**config.mk**
```make
export PLATFORM = sky130hd
export DESIGN_NAME = sacf_controller
export DESIGN_NICKNAME = d
export VERILOG_FILES = /design/src/sacf_pkg.sv /design/src/sacf_controller.sv
export SDC_FILE = /design/constraint.sdc
export NUM_CORES = 1
export LEC_CHECK = 0
export ABC_AREA = 1
export BUFFER_PORTS_ARGS = -buffer_cell sky130_fd_sc_hd__buf_4
export CAP_MARGIN = 15
export CORE_AREA = 2 2 39 41
export DETAILED_ROUTE_END_ITERATION = 7
export DIE_AREA = 0 0 41 43
export PLACE_DENSITY = 0.39
export SETUP_SLACK_MARGIN = 0.2
export SYNTH_ARGS = -nofsm -noshare
export SYNTH_HDL_FRONTEND = slang
export SYNTH_SLANG_ARGS = --single-unit
```
**constraint.sdc**
```tcl
create_clock -name clock -period 1.8 [get_ports clock]
set_input_delay 0.18 -clock clock [delete_from_list [all_inputs] [get_ports clock]]
set_output_delay 0.18 -clock clock [all_outputs]
set_load 0.005 [all_outputs]
```
**src/sacf_pkg.sv**
```systemverilog
// Shared types, constants and codes for the set-associative tag cache.
`timescale 1ns / 1ps
package sacf_pkg;

   // Fixed field widths of the request, the response and the set storage.
   localparam int ADDR_WIDTH = 48;
   localparam int CNT_WIDTH = 32;
   localparam int RANK_WIDTH = 3;
   localparam int FIFO_WIDTH = 3;
   localparam logic [RANK_WIDTH-1:0] RANK_MAX = 3'd7;

   // Default sizes of the storage.
   localparam int DEF_MAX_SETS = 256;
   localparam int DEF_MAX_WAYS = 8;

   // Access kinds.
   localparam logic OP_READ = 1'b0;
   localparam logic OP_WRITE = 1'b1;

   // Configuration register indexes.
   localparam logic [1:0] CSR_OFFSET_BITS = 2'd0;
   localparam logic [1:0] CSR_SET_INDEX_BITS = 2'd1;
   localparam logic [1:0] CSR_WAYS_LOG2 = 2'd2;
   localparam logic [1:0] CSR_REPLACE_LRU = 2'd3;

   typedef struct packed {
      logic opcode;
      logic [ADDR_WIDTH-1:0] address;
   } req_type;

   typedef struct packed {
      logic hit;
      logic mem_read_done;
      logic mem_write_done;
      logic [CNT_WIDTH-1:0] total_reads;
      logic [CNT_WIDTH-1:0] total_writes;
      logic [CNT_WIDTH-1:0] total_hits;
      logic [CNT_WIDTH-1:0] total_misses;
   } rsp_type;

   // Commands from the controller to the datapath.
   typedef struct packed {
      logic clear_wr;
      logic accept;
      logic commit;
   } cmd_type;

   // Status from the datapath to the controller.
   typedef struct packed {
      logic clear_last;
      logic out_full;
   } sts_type;

   typedef enum logic [2:0] {
      ST_CLEAR = 3'b001,
      ST_IDLE = 3'b010,
      ST_LOOK = 3'b100
   } state_type;

endpackage

```
**src/sacf_controller.sv**
```systemverilog
// Controller: clearing pass after reset, request accept and commit sequencing.
`timescale 1ns / 1ps
module sacf_controller (
   input logic clock,
   input logic reset,
   input logic req_valid,
   output logic req_stall,
   input logic rsp_stall,
   input sacf_pkg::sts_type sts,
   output sacf_pkg::cmd_type cmd
);
   import sacf_pkg::*;

   state_type state_ff, state_in;
   logic out_free;

   // The response register can take a new result this cycle.
   assign out_free = !sts.out_full || !rsp_stall;

   always_comb begin
      state_in = state_ff;
      cmd = '0;
      case (state_ff)
         ST_CLEAR: begin
            cmd.clear_wr = 1'b1;
            if (sts.clear_last) state_in = ST_IDLE;
         end
         ST_IDLE: begin
            if (req_valid) begin
               cmd.accept = 1'b1;
               state_in = ST_LOOK;
            end
         end
         ST_LOOK: begin
            if (out_free) begin
               cmd.commit = 1'b1;
               state_in = ST_IDLE;
            end
         end
         default: state_in = ST_CLEAR;
      endcase
   end

   always_ff @(posedge clock) begin
      if (reset) begin
         state_ff <= ST_CLEAR;
      end else begin
         state_ff <= state_in;
      end
   end

   assign req_stall = (state_ff != ST_IDLE);

endmodule
```
==> flow_metrics.py <==
metrics = {
    "outcome": {
        "status": "finished, final reports clean",
    },
    "floorplanning": {
        "core_sq_um": 1380,
        "rows": 14,
        "die_area_sq_um": 1760,
        "num_io_pins": 10,
        "start_util_pct": 12.8,
        "die_w_um": 41,
        "die_h_um": 43,
    },
    "synth": {
        "synthFlopType": "dfxtp_1",
        "synth-seq-area-share_pct": 33.8,
        "synthTopCellsByCount": "8 x inv_1, 6 x nand3_1, 5 x nor2_1, 3 x dfxtp_1, 3 x nand2_1",
        "ys_types": 9,
        "yosysMostFrequentCell": "inv_1",
        "synth_edf_count": 0,
        "ys_ff_latch": 3,
        "synth_area_leaders": "dfxtp_1 34%, nand3_1 17%, inv_1 17%, nor2_1 11%, nand2_1 6.3%",
        "syn-num-nets": 35,
        "ys_warn_count": 0,
        "synth_mux_area_share_pct": 0,
        "syn_inst": 29,
        "synth_top_area_share_pct": 33.8,
        "synth_simple_gate_area_share_pct": 46.5,
        "synth_fa_ha_area_share_pct": 0,
        "synth_compound_area_share_pct": 2.82,
        "synth_top_family_by_area": "simple AND/OR/NAND/NOR gates",
        "synth_area_leader_cell": "dfxtp_1",
        "syn-cell-area_sq_um": 178,
        "synth_area_per_cell_sq_um": 6.13,
        "synth_xor_xnor_area_share_pct": 0,
        "synthArstFlopShare_pct": 0,
    },
    "power": {
        "power.density_nw_per_um2": 952,
        "swShare_pct": 28.9,
        "seqPwrFrac_pct": 31.2,
        "net-switching-power_mw": 0.0802,
        "p_int_mw": 0.197,
        "power_mw": 0.277,
        "ir_drop_v": 0.000278,
        "leakage_nw": 0.163,
        "comb_power_share_pct": 27.2,
        "p_clk_share_pct": 41.6,
    },
    "worst_setup_path": {
        "cpPeakStageDelay_ns": 0.34,
        "cp_top_family": "flip-flops",
        "crit_buf_inv": 1,
        "worstPathArrival_ns": 1.01,
        "start_kind": "flip-flop",
        "cp_common_cell": "nor2_1",
        "critical_path_class": "reg -> out",
        "cp_slowest_cell": "dfxtp_1",
        "critPathCaptureType": "output pin",
        "cp.required_ns": 1.62,
        "crit_chain": "nor2_1 > nand2_1 > nor2_1 > buf_4",
        "worstPathMaxFanout": 5,
    },
    "route": {
        "wl_per_cell_um": 6.71,
        "drtPass1Iterations": 2,
        "drc": 0,
        "vias": 204,
        "via_per_inst": 3.52,
        "first_iter_violations": 10,
        "drtAntennaViolNets": 0,
        "wirelength_um": 389,
    },
    "sta": {
        "skew_ns": 0.000796,
        "rsz0062_at_grt": "false",
        "period_needed_ns": 1.19,
        "setup_tns_ns": 0,
        "finalCritPeriodShare_pct": 66.2,
        "maxSlewViolCount": 0,
        "slew_headroom_pct": 88.9,
        "setup_viol": 0,
        "timing.fmax_ghz": 0.839,
        "tightestPinTransition_ns": 0.166,
        "hold_viol": 0,
    },
    "placed_design": {
        "dp.final_hpwl_um": 341,
        "port_buffers": 9,
        "placedCellCount": 54,
        "gp_congestion": 0.676,
        "placed_cell_area_sq_um": 265,
    },
    "clock_tree": {
        "insertion_delay_ns": 0.23,
        "cts_buffers": 3,
        "postCtsSetupBuffers": 0,
        "cts_buffer_depth": 2,
        "clock_sinks": 3,
        "post_cts_resize_count": 0,
        "holdBufCountCts": 0,
        "h-tree-depth": 1,
        "cts_root_buf": "clkbuf_4",
        "cts_tree": "built",
        "path_clk_slew_ns": 0.04,
    },
    "cells_and_area": {
        "diodes": 0,
        "largest_reg_flops": 3,
        "fin_cells": 58,
        "largest_register": "state_ff",
        "layout-drive-gt1-share_pct": 33.3,
        "reg_top3": "state_ff (3)",
        "final_util_pct": 21.1,
        "final_nets": 49,
        "synthToLayoutAreaGrowth_pct": 64.1,
        "final_area_sq_um": 292,
    },
    "job": {
        "drv_cap": 0,
    },
    "global_routing": {
        "grt-ovfl-total": 0,
        "antenna_found_initial": 0,
        "grt_pass1_wl_um": 614,
        "gr-usage-all-layers_pct": 5.51,
        "grt_max_degree": 6,
        "grt_pass1_vias": 183,
    },
    "hold_path": {
        "hold_class": "in -> reg",
    },
}
==> layout by cell type (no fill, tap or decap) <==
| master | netlist | routed |
|---|---|---|
| a21oi_1 | 1 | 1 |
| buf_4 | 0 | 9 |
| clkbuf_1 | 0 | 1 |
| clkbuf_4 | 0 | 3 |
| dfxtp_1 | 3 | 3 |
| inv_1 | 8 | 8 |
| nand2_1 | 3 | 3 |
| nand3_1 | 6 | 6 |
| nand3_2 | 1 | 1 |
| nand4_1 | 1 | 1 |
| nor2_1 | 5 | 5 |
| nor2_2 | 1 | 1 |
==> stage by stage <==
stage,setup WS (ns),hold WS [ns]
global route,0.524,0.119
global placement,0.837,0.350
CTS,0.597,0.107
detailed placement,0.843,0.350
floorplan,0.984,0.249
finish,0.608,0.114
==> layout make-up <==
type                    count  area [sq um]
flip-flops and latches      3          60.1
repair buffers              9          67.6
well taps                  16          20.0
multi-input cells          18          87.6
fillers                   158          1090
inverters                   8          30.0
clock buffers               4          26.3
==> power groups by stage <==
stage | Sequential (mW) | Combinational (mW) | Clock (mW)
final | 0.0865 | 0.0756 | 0.115
after global routing | 0.0877 | 0.0890 | 0.126
after CTS | 0.0863 | 0.0777 | 0.120
after detailed placement | 0.0873 | 0.0777 | 0
after global placement | 0.0871 | 0.0797 | 0
after floorplan | 0.0856 | 0.0452 | 0
==> worst paths after layout <==
check	from	endpoint	slack, ns	depth (start not counted)
worst min register to register	state_ff[2]	state_ff[2]	0.53	2
worst min-delay path	reset	state_ff[2]	0.11	2
worst max-delay path	state_ff[1]	cmd[0]	0.61	4
worst max register to register	state_ff[1]	state_ff[1]	0.90	5
==> metal layers <==
layer	vias up	share of wire (%)	GRT usage [%]
met2	5	45	7.19
li1	114	-	-
met1	85	43	6.07
met4	0	0	4.00
met3	0	11	3.66
met5	-	0	0
==> cell families after synthesis <==
kind of cell	count (synthesis)
flops	3
simple gates	17
compound gates	1
buf+inv	8
==> worst reg2reg max path: stages (launching register included) <==
cell     delay (ns)
dfxtp_1        0.39
inv_1          0.06
nand3_1        0.12
nand2_1        0.06
nor2_1         0.11
nor2_1         0.05
Note: power is estimated with default switching activity, not from simulation.
